==> config.mk <==
export PLATFORM = sky130hd
export DESIGN_NAME = maze_backtracker_step
export DESIGN_NICKNAME = d
export VERILOG_FILES = /design/src/mbt_pkg.sv /design/src/maze_backtracker_step.sv /design/src/mbt_visit_map.sv /design/src/mbt_path_stack.sv
export SDC_FILE = /design/constraint.sdc
export NUM_CORES = 1
export LEC_CHECK = 0
export ABC_AREA = 1
export BUFFER_PORTS_ARGS = -buffer_cell sky130_fd_sc_hd__buf_2
export CORE_UTILIZATION = 64
export CTS_BUF_LIST = sky130_fd_sc_hd__clkbuf_16
export CTS_CLUSTER_DIAMETER = 100
export CTS_CLUSTER_SIZE = 30
export DETAILED_ROUTE_END_ITERATION = 10
export PLACE_DENSITY_LB_ADDON = 0.15
export SKIP_CTS_REPAIR_TIMING = 1
export SLEW_MARGIN = 20
export SYNTH_ARGS = -nofsm -noshare
export SYNTH_HDL_FRONTEND = slang
export SYNTH_SLANG_ARGS = --single-unit
==> constraint.sdc <==
create_clock -name clock -period 9.67 [get_ports clock]
set_input_delay 0.967 -clock clock [delete_from_list [all_inputs] [get_ports clock]]
set_output_delay 0.967 -clock clock [all_outputs]
set_load 0.1 [all_outputs]
==> src/mbt_pkg.sv <==
// Shared types, constants and helper functions for the maze step block.
// Used by every module of the block; depends on nothing.
`default_nettype none

package mbt_pkg;

   localparam int GRID_SIDE  = 10;
   localparam int CELL_COUNT = GRID_SIDE * GRID_SIDE;

   localparam int COORD_W   = 4;
   localparam int ROW_IDX_W = $clog2(GRID_SIDE);
   localparam int CNT_W     = $clog2(CELL_COUNT + 1);
   localparam int ADDR_W    = $clog2(CELL_COUNT);
   localparam int DIR_W     = 2;
   localparam int CORNER_W  = 2;
   localparam int EVENT_W   = 3;
   localparam int VISITED_W = 7;

   localparam int REQ_TDATA_W = 8;
   localparam int RSP_BITS    = EVENT_W + 2 * COORD_W + DIR_W + VISITED_W;
   localparam int RSP_TDATA_W = ((RSP_BITS + 7) / 8) * 8;

   localparam logic [COORD_W-1:0] LAST_IDX   = COORD_W'(GRID_SIDE - 1);
   localparam logic [CNT_W-1:0]   CELLS_ALL  = CNT_W'(CELL_COUNT);

   localparam logic [DIR_W-1:0] DIR_UP    = 2'd0;
   localparam logic [DIR_W-1:0] DIR_DOWN  = 2'd1;
   localparam logic [DIR_W-1:0] DIR_LEFT  = 2'd2;
   localparam logic [DIR_W-1:0] DIR_RIGHT = 2'd3;

   localparam logic [CORNER_W-1:0] CORNER_TOP_LEFT    = 2'd0;
   localparam logic [CORNER_W-1:0] CORNER_BOTTOM_LEFT = 2'd1;
   localparam logic [CORNER_W-1:0] CORNER_TOP_RIGHT   = 2'd2;

   localparam logic [EVENT_W-1:0] EV_CARVED  = 3'd0;
   localparam logic [EVENT_W-1:0] EV_NOMOVE  = 3'd1;
   localparam logic [EVENT_W-1:0] EV_BACK    = 3'd2;
   localparam logic [EVENT_W-1:0] EV_DONE    = 3'd3;
   localparam logic [EVENT_W-1:0] EV_RESTART = 3'd4;

   typedef struct packed {
      logic [COORD_W-1:0] row;
      logic [COORD_W-1:0] col;
   } cell_type;

   typedef struct packed {
      logic     ok;
      cell_type pos;
   } nbr_type;

   typedef struct packed {
      logic     restart;
      logic     mark;
      cell_type pos;
   } map_ctl_type;

   typedef struct packed {
      logic     clear;
      logic     push;
      logic     pop;
      cell_type pos;
   } stack_ctl_type;

   function automatic nbr_type neighbor(logic [DIR_W-1:0] dir, cell_type cur);
      nbr_type nb;
      nb.ok  = 1'b0;
      nb.pos = cur;
      case (dir)
         DIR_UP: begin
            nb.ok = (cur.row != '0);
            if (nb.ok) nb.pos.row = cur.row - COORD_W'(1);
         end
         DIR_DOWN: begin
            nb.ok = (cur.row < LAST_IDX);
            if (nb.ok) nb.pos.row = cur.row + COORD_W'(1);
         end
         DIR_LEFT: begin
            nb.ok = (cur.col != '0);
            if (nb.ok) nb.pos.col = cur.col - COORD_W'(1);
         end
         DIR_RIGHT: begin
            nb.ok = (cur.col < LAST_IDX);
            if (nb.ok) nb.pos.col = cur.col + COORD_W'(1);
         end
         default: begin
            nb.ok = 1'b0;
         end
      endcase
      return nb;
   endfunction

   function automatic cell_type start_cell(logic [CORNER_W-1:0] corner);
      cell_type c;
      c.row = '0;
      c.col = '0;
      case (corner)
         CORNER_BOTTOM_LEFT: c.row = LAST_IDX;
         CORNER_TOP_RIGHT:   c.col = LAST_IDX;
         default:            c = '0;
      endcase
      return c;
   endfunction

endpackage

`default_nettype wire

==> src/maze_backtracker_step.sv <==
// Top level of the maze step block: input register, step decision and result register.
// Instantiates mbt_visit_map and mbt_path_stack; uses mbt_pkg.
//
// Each accepted transfer is one step of a randomized depth-first maze walk over a
// 10 by 10 grid and yields exactly one result transfer. A transfer is held in the
// input register, where the step is decided against the visited map and the path
// stack, and then waits in the result register; the block sustains one transfer per
// cycle while the result side does not stall. The path stack memory needs no clearing
// pass, so the block takes transfers right after reset.
`default_nettype none

module maze_backtracker_step (
   input  wire                                  clock,
   input  wire                                  reset,
   input  wire                                  csr_wr_en,
   input  wire  [mbt_pkg::CORNER_W-1:0]         csr_wr_data,
   input  wire                                  req_tvalid,
   output logic                                 req_tready,
   input  wire  [mbt_pkg::REQ_TDATA_W-1:0]      req_tdata,   // random_dir
   input  wire                                  req_tuser,   // restart
   output logic                                 rsp_tvalid,
   input  wire                                  rsp_tready,
   // event_res, cell_row, cell_col, carved_dir, cells_visited
   output logic [mbt_pkg::RSP_TDATA_W-1:0]      rsp_tdata
);

   logic [mbt_pkg::CORNER_W-1:0]  corner_ff;
   logic                          in_valid_ff;
   logic [mbt_pkg::DIR_W-1:0]     in_dir_ff;
   logic                          in_restart_ff;
   mbt_pkg::cell_type             cur_ff;
   mbt_pkg::cell_type             cur_in;
   logic [mbt_pkg::CNT_W-1:0]     count_ff;
   logic [mbt_pkg::CNT_W-1:0]     count_in;
   logic                          rsp_valid_ff;
   logic [mbt_pkg::EVENT_W-1:0]   rsp_event_ff;
   logic [mbt_pkg::EVENT_W-1:0]   rsp_event_in;
   logic [mbt_pkg::DIR_W-1:0]     rsp_carved_ff;
   logic [mbt_pkg::DIR_W-1:0]     rsp_carved_in;
   mbt_pkg::cell_type             rsp_cell_ff;
   logic [mbt_pkg::CNT_W-1:0]     rsp_count_ff;

   logic                          fire;
   logic [3:0]                    free_way;
   logic [mbt_pkg::CNT_W-1:0]     depth;
   mbt_pkg::cell_type             top_cell;
   mbt_pkg::nbr_type              nb;
   mbt_pkg::map_ctl_type          map_ctl;
   mbt_pkg::stack_ctl_type        stack_ctl;

   assign fire       = in_valid_ff && (!rsp_valid_ff || rsp_tready);
   assign req_tready = !in_valid_ff || fire;

   mbt_visit_map u_map (
      .clock    (clock),
      .reset    (reset),
      .ctl      (map_ctl),
      .cur      (cur_ff),
      .free_way (free_way)
   );

   mbt_path_stack u_stack (
      .clock    (clock),
      .reset    (reset),
      .ctl      (stack_ctl),
      .depth    (depth),
      .top_cell (top_cell)
   );

   always_comb begin
      nb            = mbt_pkg::neighbor(in_dir_ff, cur_ff);
      cur_in        = cur_ff;
      count_in      = count_ff;
      rsp_event_in  = mbt_pkg::EV_NOMOVE;
      rsp_carved_in = '0;
      map_ctl       = '0;
      stack_ctl     = '0;
      stack_ctl.pos = cur_ff;
      if (in_restart_ff) begin
         cur_in           = mbt_pkg::start_cell(corner_ff);
         count_in         = mbt_pkg::CNT_W'(1);
         rsp_event_in     = mbt_pkg::EV_RESTART;
         map_ctl.restart  = fire;
         map_ctl.pos      = cur_in;
         stack_ctl.clear  = fire;
      end else if (count_ff >= mbt_pkg::CELLS_ALL) begin
         rsp_event_in = mbt_pkg::EV_DONE;
      end else if (free_way != '0) begin
         if (free_way[in_dir_ff] && depth < mbt_pkg::CELLS_ALL) begin
            cur_in         = nb.pos;
            count_in       = count_ff + mbt_pkg::CNT_W'(1);
            rsp_event_in   = mbt_pkg::EV_CARVED;
            rsp_carved_in  = in_dir_ff;
            map_ctl.mark   = fire;
            map_ctl.pos    = nb.pos;
            stack_ctl.push = fire;
         end
      end else if (depth != '0) begin
         cur_in.row    = (top_cell.row > mbt_pkg::LAST_IDX) ? mbt_pkg::LAST_IDX : top_cell.row;
         cur_in.col    = (top_cell.col > mbt_pkg::LAST_IDX) ? mbt_pkg::LAST_IDX : top_cell.col;
         rsp_event_in  = mbt_pkg::EV_BACK;
         stack_ctl.pop = fire;
      end
   end

   always_ff @(posedge clock) begin
      if (reset) begin
         corner_ff    <= mbt_pkg::CORNER_TOP_LEFT;
         in_valid_ff  <= 1'b0;
         rsp_valid_ff <= 1'b0;
         cur_ff       <= mbt_pkg::start_cell(mbt_pkg::CORNER_TOP_LEFT);
         count_ff     <= mbt_pkg::CNT_W'(1);
      end else begin
         if (csr_wr_en) begin
            corner_ff <= csr_wr_data;
         end
         if (req_tready) begin
            in_valid_ff <= req_tvalid;
         end
         if (fire) begin
            rsp_valid_ff <= 1'b1;
            cur_ff       <= cur_in;
            count_ff     <= count_in;
         end else if (rsp_tready) begin
            rsp_valid_ff <= 1'b0;
         end
      end
   end

   always_ff @(posedge clock) begin
      if (req_tvalid && req_tready) begin
         in_dir_ff     <= req_tdata[mbt_pkg::DIR_W-1:0];
         in_restart_ff <= req_tuser;
      end
      if (fire) begin
         rsp_event_ff  <= rsp_event_in;
         rsp_carved_ff <= rsp_carved_in;
         rsp_cell_ff   <= cur_in;
         rsp_count_ff  <= count_in;
      end
   end

   assign rsp_tvalid = rsp_valid_ff;
   assign rsp_tdata  = {
      (mbt_pkg::RSP_TDATA_W - mbt_pkg::RSP_BITS)'(0),
      mbt_pkg::VISITED_W'(rsp_count_ff),
      rsp_carved_ff,
      rsp_cell_ff.col,
      rsp_cell_ff.row,
      rsp_event_ff
   };

endmodule

`default_nettype wire

==> src/mbt_visit_map.sv <==
// Visited-cell map held in flip-flops, one bit per grid cell.
// Reports which neighbors of the current cell are free; uses mbt_pkg.
`default_nettype none

module mbt_visit_map (
   input  wire                    clock,
   input  wire                    reset,
   input  mbt_pkg::map_ctl_type   ctl,
   input  mbt_pkg::cell_type      cur,
   output logic [3:0]             free_way
);

   logic [mbt_pkg::GRID_SIDE-1:0][mbt_pkg::GRID_SIDE-1:0] vis_ff;
   logic [mbt_pkg::GRID_SIDE-1:0][mbt_pkg::GRID_SIDE-1:0] vis_in;

   always_comb begin
      mbt_pkg::nbr_type nb;
      nb = '0;
      for (int d = 0; d < 4; d++) begin
         nb = mbt_pkg::neighbor(mbt_pkg::DIR_W'(d), cur);
         free_way[d] = nb.ok &&
            !vis_ff[nb.pos.row[mbt_pkg::ROW_IDX_W-1:0]][nb.pos.col[mbt_pkg::ROW_IDX_W-1:0]];
      end
   end

   always_comb begin
      vis_in = vis_ff;
      if (ctl.restart) begin
         vis_in = '0;
         vis_in[ctl.pos.row[mbt_pkg::ROW_IDX_W-1:0]][ctl.pos.col[mbt_pkg::ROW_IDX_W-1:0]]
            = 1'b1;
      end else if (ctl.mark) begin
         vis_in[ctl.pos.row[mbt_pkg::ROW_IDX_W-1:0]][ctl.pos.col[mbt_pkg::ROW_IDX_W-1:0]]
            = 1'b1;
      end
   end

   // Reset leaves only the top-left cell marked.
   always_ff @(posedge clock) begin
      if (reset) begin
         vis_ff <= mbt_pkg::CELL_COUNT'(1);
      end else begin
         vis_ff <= vis_in;
      end
   end

endmodule

`default_nettype wire

==> src/mbt_path_stack.sv <==
// Path stack of the walk: a memory with the top entry held in a register
// and the entry below it prefetched whenever two or more entries are held. Uses mbt_pkg.
`default_nettype none

module mbt_path_stack (
   input  wire                        clock,
   input  wire                        reset,
   input  mbt_pkg::stack_ctl_type     ctl,
   output logic [mbt_pkg::CNT_W-1:0]  depth,
   output mbt_pkg::cell_type          top_cell
);

   mbt_pkg::cell_type mem [mbt_pkg::CELL_COUNT];

   logic [mbt_pkg::CNT_W-1:0]  depth_ff;
   logic [mbt_pkg::CNT_W-1:0]  depth_in;
   logic [mbt_pkg::CNT_W-1:0]  below_idx;
   mbt_pkg::cell_type          tos_ff;
   mbt_pkg::cell_type          tos_in;
   mbt_pkg::cell_type          below_ff;

   always_comb begin
      depth_in = depth_ff;
      tos_in   = tos_ff;
      if (ctl.clear) begin
         depth_in = '0;
      end else if (ctl.push) begin
         depth_in = depth_ff + mbt_pkg::CNT_W'(1);
         tos_in   = ctl.pos;
      end else if (ctl.pop) begin
         depth_in = depth_ff - mbt_pkg::CNT_W'(1);
         tos_in   = below_ff;
      end
      below_idx = depth_in - mbt_pkg::CNT_W'(2);
   end

   always_ff @(posedge clock) begin
      if (reset) begin
         depth_ff <= '0;
      end else begin
         depth_ff <= depth_in;
      end
   end

   always_ff @(posedge clock) begin
      tos_ff <= tos_in;
      if (ctl.push && !ctl.clear) begin
         mem[depth_ff[mbt_pkg::ADDR_W-1:0]] <= ctl.pos;
      end
      if (depth_in >= mbt_pkg::CNT_W'(2)) begin
         below_ff <= mem[below_idx[mbt_pkg::ADDR_W-1:0]];
      end
   end

   assign depth    = depth_ff;
   assign top_cell = tos_ff;

endmodule

`default_nettype wire

* Word level (Yosys, flattened, before mapping) *
Memories as Yosys holds them, arrays and structs flattened. A register that Yosys moved wholly into a read port is not among the register bits.
Cells that the tools add are included.
Widths: inputs -> output; s select.

word-level totals
  flip-flop bits (word level) = 157
  memory bits (writable) = 800
  input bits = 16
  output and inout bits = 26
  word-level logic and storage cells = 157
  memories kept = 1

memories
  name         words  width  rd ports  clocked after Yosys merged registers in  wr ports  RTL line              RTL
  u_stack.mem  100    8      1         1                                        1         mbt_path_stack.sv:13  mbt_pkg::cell_type mem [mbt_pkg::CELL_COUNT];

operators by class
  add/sub/neg operators = 8
  magnitude comparators = 18
  equality and inequality tests = 5
  muxes and demuxes = 66
  bitwise gates (word level) = 4
  reductions and logical operators = 29

operators by type and width
  operator             count
  $mux 100             2
  $bmux 10 s4          3
  $or 100x100->100     1
  $mux 8               8
  $mux 7               7
  $demux 10 s4         1
  $lt 4x5->1 const B   8
  $mux 10              4
  $mux 4               8
  $mux 9               3
  $mux 1               17
  $bmux 1 s4           4
  $pmux 4 s2           2
  $add 7x1->7 const B  2
  $reduce_bool 4->1    3
  $logic_and 1x1->1    10
  $mux 2               5
  $add 4x1->4 const B  2
  $ge 4x1->1 const B   2
  $gt 4x4->1 const B   2
  $lt 4x4->1 const B   2
  $sub 4x1->4 const B  2
  $ge 7x2->1 const B   1
  $ge 7x7->1 const B   1
  other kinds (16)     30

* Depth between registers and ports, before layout *
  depth in word-level cells = 24
  depth in mapped cells = 42
  mapped depth without buffers = 35

* Hierarchy *
Synthesis repeated with hierarchy kept, for this count alone.

second synthesis, totals
  cells, all modules = 5,396
  area total of the unflattened synthesis = 47,969.8 um2

modules (own cells, without submodules)
  module                 instances  cells an instance  area each (um2)  sequential area each (um2)
  mbt_path_stack         1          3,711              37,886.3         24,643.6
  mbt_visit_map          1          1,303              7,382.1          2,001.9
  maze_backtracker_step  1          382                2,701.3          1,071.0

* Worst setup path before layout *
Ideal clock, no wire load.

  kind = register -> register
  start = register cur_ff[4] in the netlist's numbering
  end = register u_stack.below_ff[2] (netlist name)
  setup time = 0.253 ns
  arrival time = 6.463 ns
  required time = 9.417 ns
  slack = 2.954 ns
  stages on the path, launching flop included = 38
  path buffers = 9
  clock period less this slack = 6.716 ns
  path through = dfxtp_1 > inv_2 > buf_6 > clkbuf_1 > ha_1 > nand2_2 > nand2_2 > nand2_2 > clkbuf_1 > nand2_1 > nand3_1 > nand3_1 > nand3_1 > nand3_1 > nand2_1 > a21oi_1 > nand2_1 > nand3_1 > [... 2 more ...] > nand2_1 > inv_4 > a21oi_2 > buf_2 > buf_2 > buf_4 > ha_1 > clkbuf_1 > clkinv_1 > clkbuf_1 > clkbuf_1 > nand3_1 > nand3_1 > nand3_1 > nand3_1 > nand2_1 > nand2_1 > nand2_1

on the way
  cells in the longest elaborated chain, start to end = 18
  elaborated cells on any way between the ends = 42
  those cells by class = 3 x add/sub; 2 x order compare; 26 x mux; 11 x reduce/logical

ends and longest elaborated chain
  what                                              RTL line                                    RTL
  start: declaration                                maze_backtracker_step.sv:31                 mbt_pkg::cell_type cur_ff;
  start signal: assignment                          maze_backtracker_step.sv:111                cur_ff <= mbt_pkg::start_cell(mbt_pkg::CORNER_TOP_LEFT);
  start signal: assignment                          maze_backtracker_step.sv:122                cur_ff <= cur_in;
  $sub 4x1->4, or another cell as far along         mbt_pkg.sv:71                               if (nb.ok) nb.pos.row = cur.row - COORD_W'(1);
  $mux 4 (on tied branches)                         mbt_pkg.sv:71, mbt_pkg.sv:75
  $bmux 10 s4                                       mbt_visit_map.sv:22                         !vis_ff[nb.pos.row[mbt_pkg::ROW_IDX_W-1:0]][nb.pos.col[mbt_pkg::ROW_IDX_W-1:0]];
  $mux 10 (implied by the code)                     mbt_visit_map.sv:22
  $bmux 1 s4                                        mbt_visit_map.sv:22
  $mux 1 (implied by the code)                      mbt_visit_map.sv:22
  $logic_not 1->1                                   mbt_visit_map.sv:22
  $logic_and 1x1->1                                 mbt_visit_map.sv:21                         free_way[d] = nb.ok &&
  [... 2 more ...]                                  n/a
  $logic_and 1x1->1                                 maze_backtracker_step.sv:89                 if (free_way[in_dir_ff] && depth < mbt_pkg::CELLS_ALL) begin
  $mux 1                                            maze_backtracker_step.sv:89
  $mux 1                                            maze_backtracker_step.sv:88                 end else if (free_way != '0) begin
  $mux 2 *                                          maze_backtracker_step.sv:86                 end else if (count_ff >= mbt_pkg::CELLS_ALL) begin
  $mux 2 *                                          maze_backtracker_step.sv:79                 if (in_restart_ff) begin
  $mux 7 *                                          mbt_path_stack.sv:27                        end else if (ctl.push) begin
  $mux 7 *                                          mbt_path_stack.sv:25                        if (ctl.clear) begin
  $sub 7x2->7 / $ge 7x2->1 (equally long branches)  mbt_path_stack.sv:34, mbt_path_stack.sv:50

Every way passes the cells marked *; elsewhere a longest branch is shown, timed or not. The select of a mux whose other input is x is not followed.
A chain may end at the register's enable or synchronous reset.

* Final worst setup path *
  start = register cur_ff[4] in the netlist's numbering
  end = register u_stack.below_ff[6] (netlist name)

on the way
  cells in the longest elaborated chain, start to end = 18
  elaborated cells on any way between the ends = 42
  those cells by class = 3 x add/sub; 2 x order compare; 26 x mux; 11 x reduce/logical

ends and longest elaborated chain
  what                                              RTL line
  $sub 4x1->4, or another cell as far along         mbt_pkg.sv:71
  $mux 4 (on tied branches)                         mbt_pkg.sv:71, mbt_pkg.sv:75
  $bmux 10 s4                                       mbt_visit_map.sv:22
  $mux 10 (implied by the code)                     mbt_visit_map.sv:22
  $bmux 1 s4                                        mbt_visit_map.sv:22
  $mux 1 (implied by the code)                      mbt_visit_map.sv:22
  $logic_not 1->1                                   mbt_visit_map.sv:22
  $logic_and 1x1->1                                 mbt_visit_map.sv:21
  [... 2 more ...]                                  n/a
  $logic_and 1x1->1                                 maze_backtracker_step.sv:89
  $mux 1                                            maze_backtracker_step.sv:89
  $mux 1                                            maze_backtracker_step.sv:88
  $mux 2 *                                          maze_backtracker_step.sv:86
  $mux 2 *                                          maze_backtracker_step.sv:79
  $mux 7 *                                          mbt_path_stack.sv:27
  $mux 7 *                                          mbt_path_stack.sv:25
  $sub 7x2->7 / $ge 7x2->1 (equally long branches)  mbt_path_stack.sv:34, mbt_path_stack.sv:50

Marked as above.

==> flow_summary.toml <==
[outcome]
status = "completed"

[synth]
yosysWarnings = 0
synth-seq-cells = 965
synthTopCellsByArea = "edfxtp_1, nand2_1, nand3_1, inv_1, dfxtp_1"
mappedNetlistArea_sq_mm = 0.0468
synth_edf_count = 839
synth_top_cell_area_share = 0.538
syn_inst = 5186
synthArstFlopShare = 0
synth_area_per_cell_sq_um = 9.02
yosys.cell_count.top_type = "nand2_1"
synthTopCellsByCount = "nand2_1, nand3_1, edfxtp_1"
ys_types = 51
synthFlopType = "edfxtp_1"
ys_seq_area_frac = 0.592
yosysTopAreaCell = "edfxtp_1"

[clock_network]
clock_path_buffers = 3
tritoncts = "built"
clock_latency_ns = 0.63
htree_num_levels = 2
cts_made_buffers = 39
cts_root_buffer = "clkbuf_16"
cts.reportedPaths.clkPinSlew_ns = 0.11
clock_sinks = 965

[layout]
drive_gt1_frac = 0.0420
area_delta_synth_final_pct = 3.48
finalNetCount = 5010
antenna_cells = 0
multi_input_area_sq_mm = 0.0146
regArea_sq_mm = 0.0277
final_area_sq_mm = 0.0484
fillCellCount = 5638

[place]
port_buffers = 31
hpwl_mm = 74.9
gp_congestion = 0.992
placed_area_sq_mm = 0.0473

[die]
rows = 98
core_sq_mm = 0.0719
chipHeight_um = 272
io_pins = 42
initial_core_util = 0.651
dieArea_sq_mm = 0.0742
die_width_um = 272

[route]
first_pass_iters = 6
ant_nets = 0
drc = 0
routed_wl_mm = 127
vias = 36300
wl_per_cell_um = 21.3
post_drt_via_cell_ratio = 6.10
drt_iter0_drc = 5065

[power_and_ir_drop]
power_density_mw_per_mm2 = 160
peakVddDrop_v = 0.000176
p_leak_nw = 19.7

[timing]
setup-tns-final_ns = 0
rsz0062_at_grt = "false"
fin_crit_ns = 8.05
fmax_mhz = 124
setup_violations = 0
fin_skew_ns = 0.0398
final_hold_viol_count = 0
slew_viol_final = 0
fin_crit_sh = 0.833
maxSlewHeadroom = 0.187
worst_pin_slew_ns = 1.22

[global_routing]
grt_pass1_wl_mm = 193
first_global_vias = 33200
grt_max_degree = 235
antenna_found_initial = 1
overflow = 0
gr-usage-all-layers = 0.339

[critical_path]
critPathCaptureType = "flip-flop"
cp.required_ns = 10.05
worstPathMaxFanout = 234
worst_setup_path_start_kind = "flip-flop"
worstPathArrival_ns = 8.43
crit_type = "reg -> reg"
crit_slowest_cell = "buf_4"
crit_path_frequent_cell = "nand2_1"
slowest_delay_ns = 0.77

[run]
max-cap-violations = 0

[hold_path]
min_path_type = "reg -> reg"
[layout make-up]
type	instances	share of cell area
tap	950	0.0245
clock buffer	39	0.0202
timing repair buffer	83	0.0139
clock inverter	24	0.00351
inverter	802	0.0625
sequential	965	0.573
multi-input combinational	3092	0.302
[critical path, delay by kind of cell (launching register included)]
| family | cells | cell delay [ns] |
|---|---|---|
| simple gates | 28 | 4.16 |
| buf+inv | 4 | 2.28 |
| flops | 1 | 0.70 |
| fa+ha+maj | 1 | 0.42 |
[sequential cells by signal (all words and copies together), names as in the netlist]
signal / flops
u_stack.below_ff: 8
cur_ff: 8
rsp_carved_ff: 2
rsp_event_ff: 3
u_map.vis_ff: 100
rsp_tvalid: 1
u_stack.top_cell: 8
u_stack.depth: 7
in_dir_ff: 2
u_stack.mem: 800
in_restart_ff: 1
corner_ff: 2
rsp_count_ff: 7
in_valid_ff: 1
count_ff: 7
rsp_tdata: 8
[routing by layer]
layer / track usage / up-vias / share of wire
met2: 0.525 / 2210 / 0.46
li1: - / 16900 / -
met5: 0 / - / 0
met3: 0.0593 / 297 / 0.11
met1: 0.478 / 16900 / 0.39
met4: 0.138 / 0 / 0.040
[report_power, final]
part           total [mW]  internal, mW  switching, mW  leakage, nW
Clock                2.05         0.786           1.26        0.620
Combinational        1.08         0.264          0.820         10.3
Sequential           4.62          4.56         0.0529         8.74
Total                7.75          5.61           2.13         19.7
[cell usage in the layout (no fill, tap or decap), types with 43 or more instances in the layout]
cell	count
dfxtp_1	118
a21oi_1	161
o21ai_1	53
o21ai_0	120
nand2_1	1223
buf_4	43
inv_1	800
edfxtp_1	839
nor2_1	235
nand4_1	270
nand3_1	854
[stage by stage]
step | hold slack (ns) | worst slack [ns] | util | total power, mW | instances
2_1_floorplan | 0.445 | 2.95 | - | 5.45 | 5189
3_3_place_gp | 0.452 | 2.07 | 0.658 | 5.74 | 5892
3_5_place_dp | 0.456 | 1.95 | 0.658 | 5.76 | 5892
4_1_cts | 0.474 | 1.91 | 0.674 | 7.71 | 5955
5_1_grt | 0.482 | 1.20 | 0.674 | 7.96 | 5955
6_report | 0.469 | 1.62 | 0.674 | 7.75 | 5955
[cells by family after synthesis]
logic type                 Yosys count  synth area share
other                                1         0.0000801
adders and majority gates           11           0.00294
DFF                                965             0.592
and+or+nand+nor                   2651             0.255
buffers and inverters             1132            0.0973
AOI/OAI and AO/OA                  416            0.0492
xor gates and xnor gates            10           0.00275
[worst paths after layout]
check	startpoint	end	slack, ns	cells after the start
min	u_map.vis_ff[83]	u_map.vis_ff[83]	0.47	2
max reg2reg	cur_ff[4]	u_stack.below_ff[6]	1.62	33
max	cur_ff[4]	u_stack.below_ff[6]	1.62	33
min reg2reg	u_map.vis_ff[83]	u_map.vis_ff[83]	0.47	2
Power figures use the tool's default switching activity.
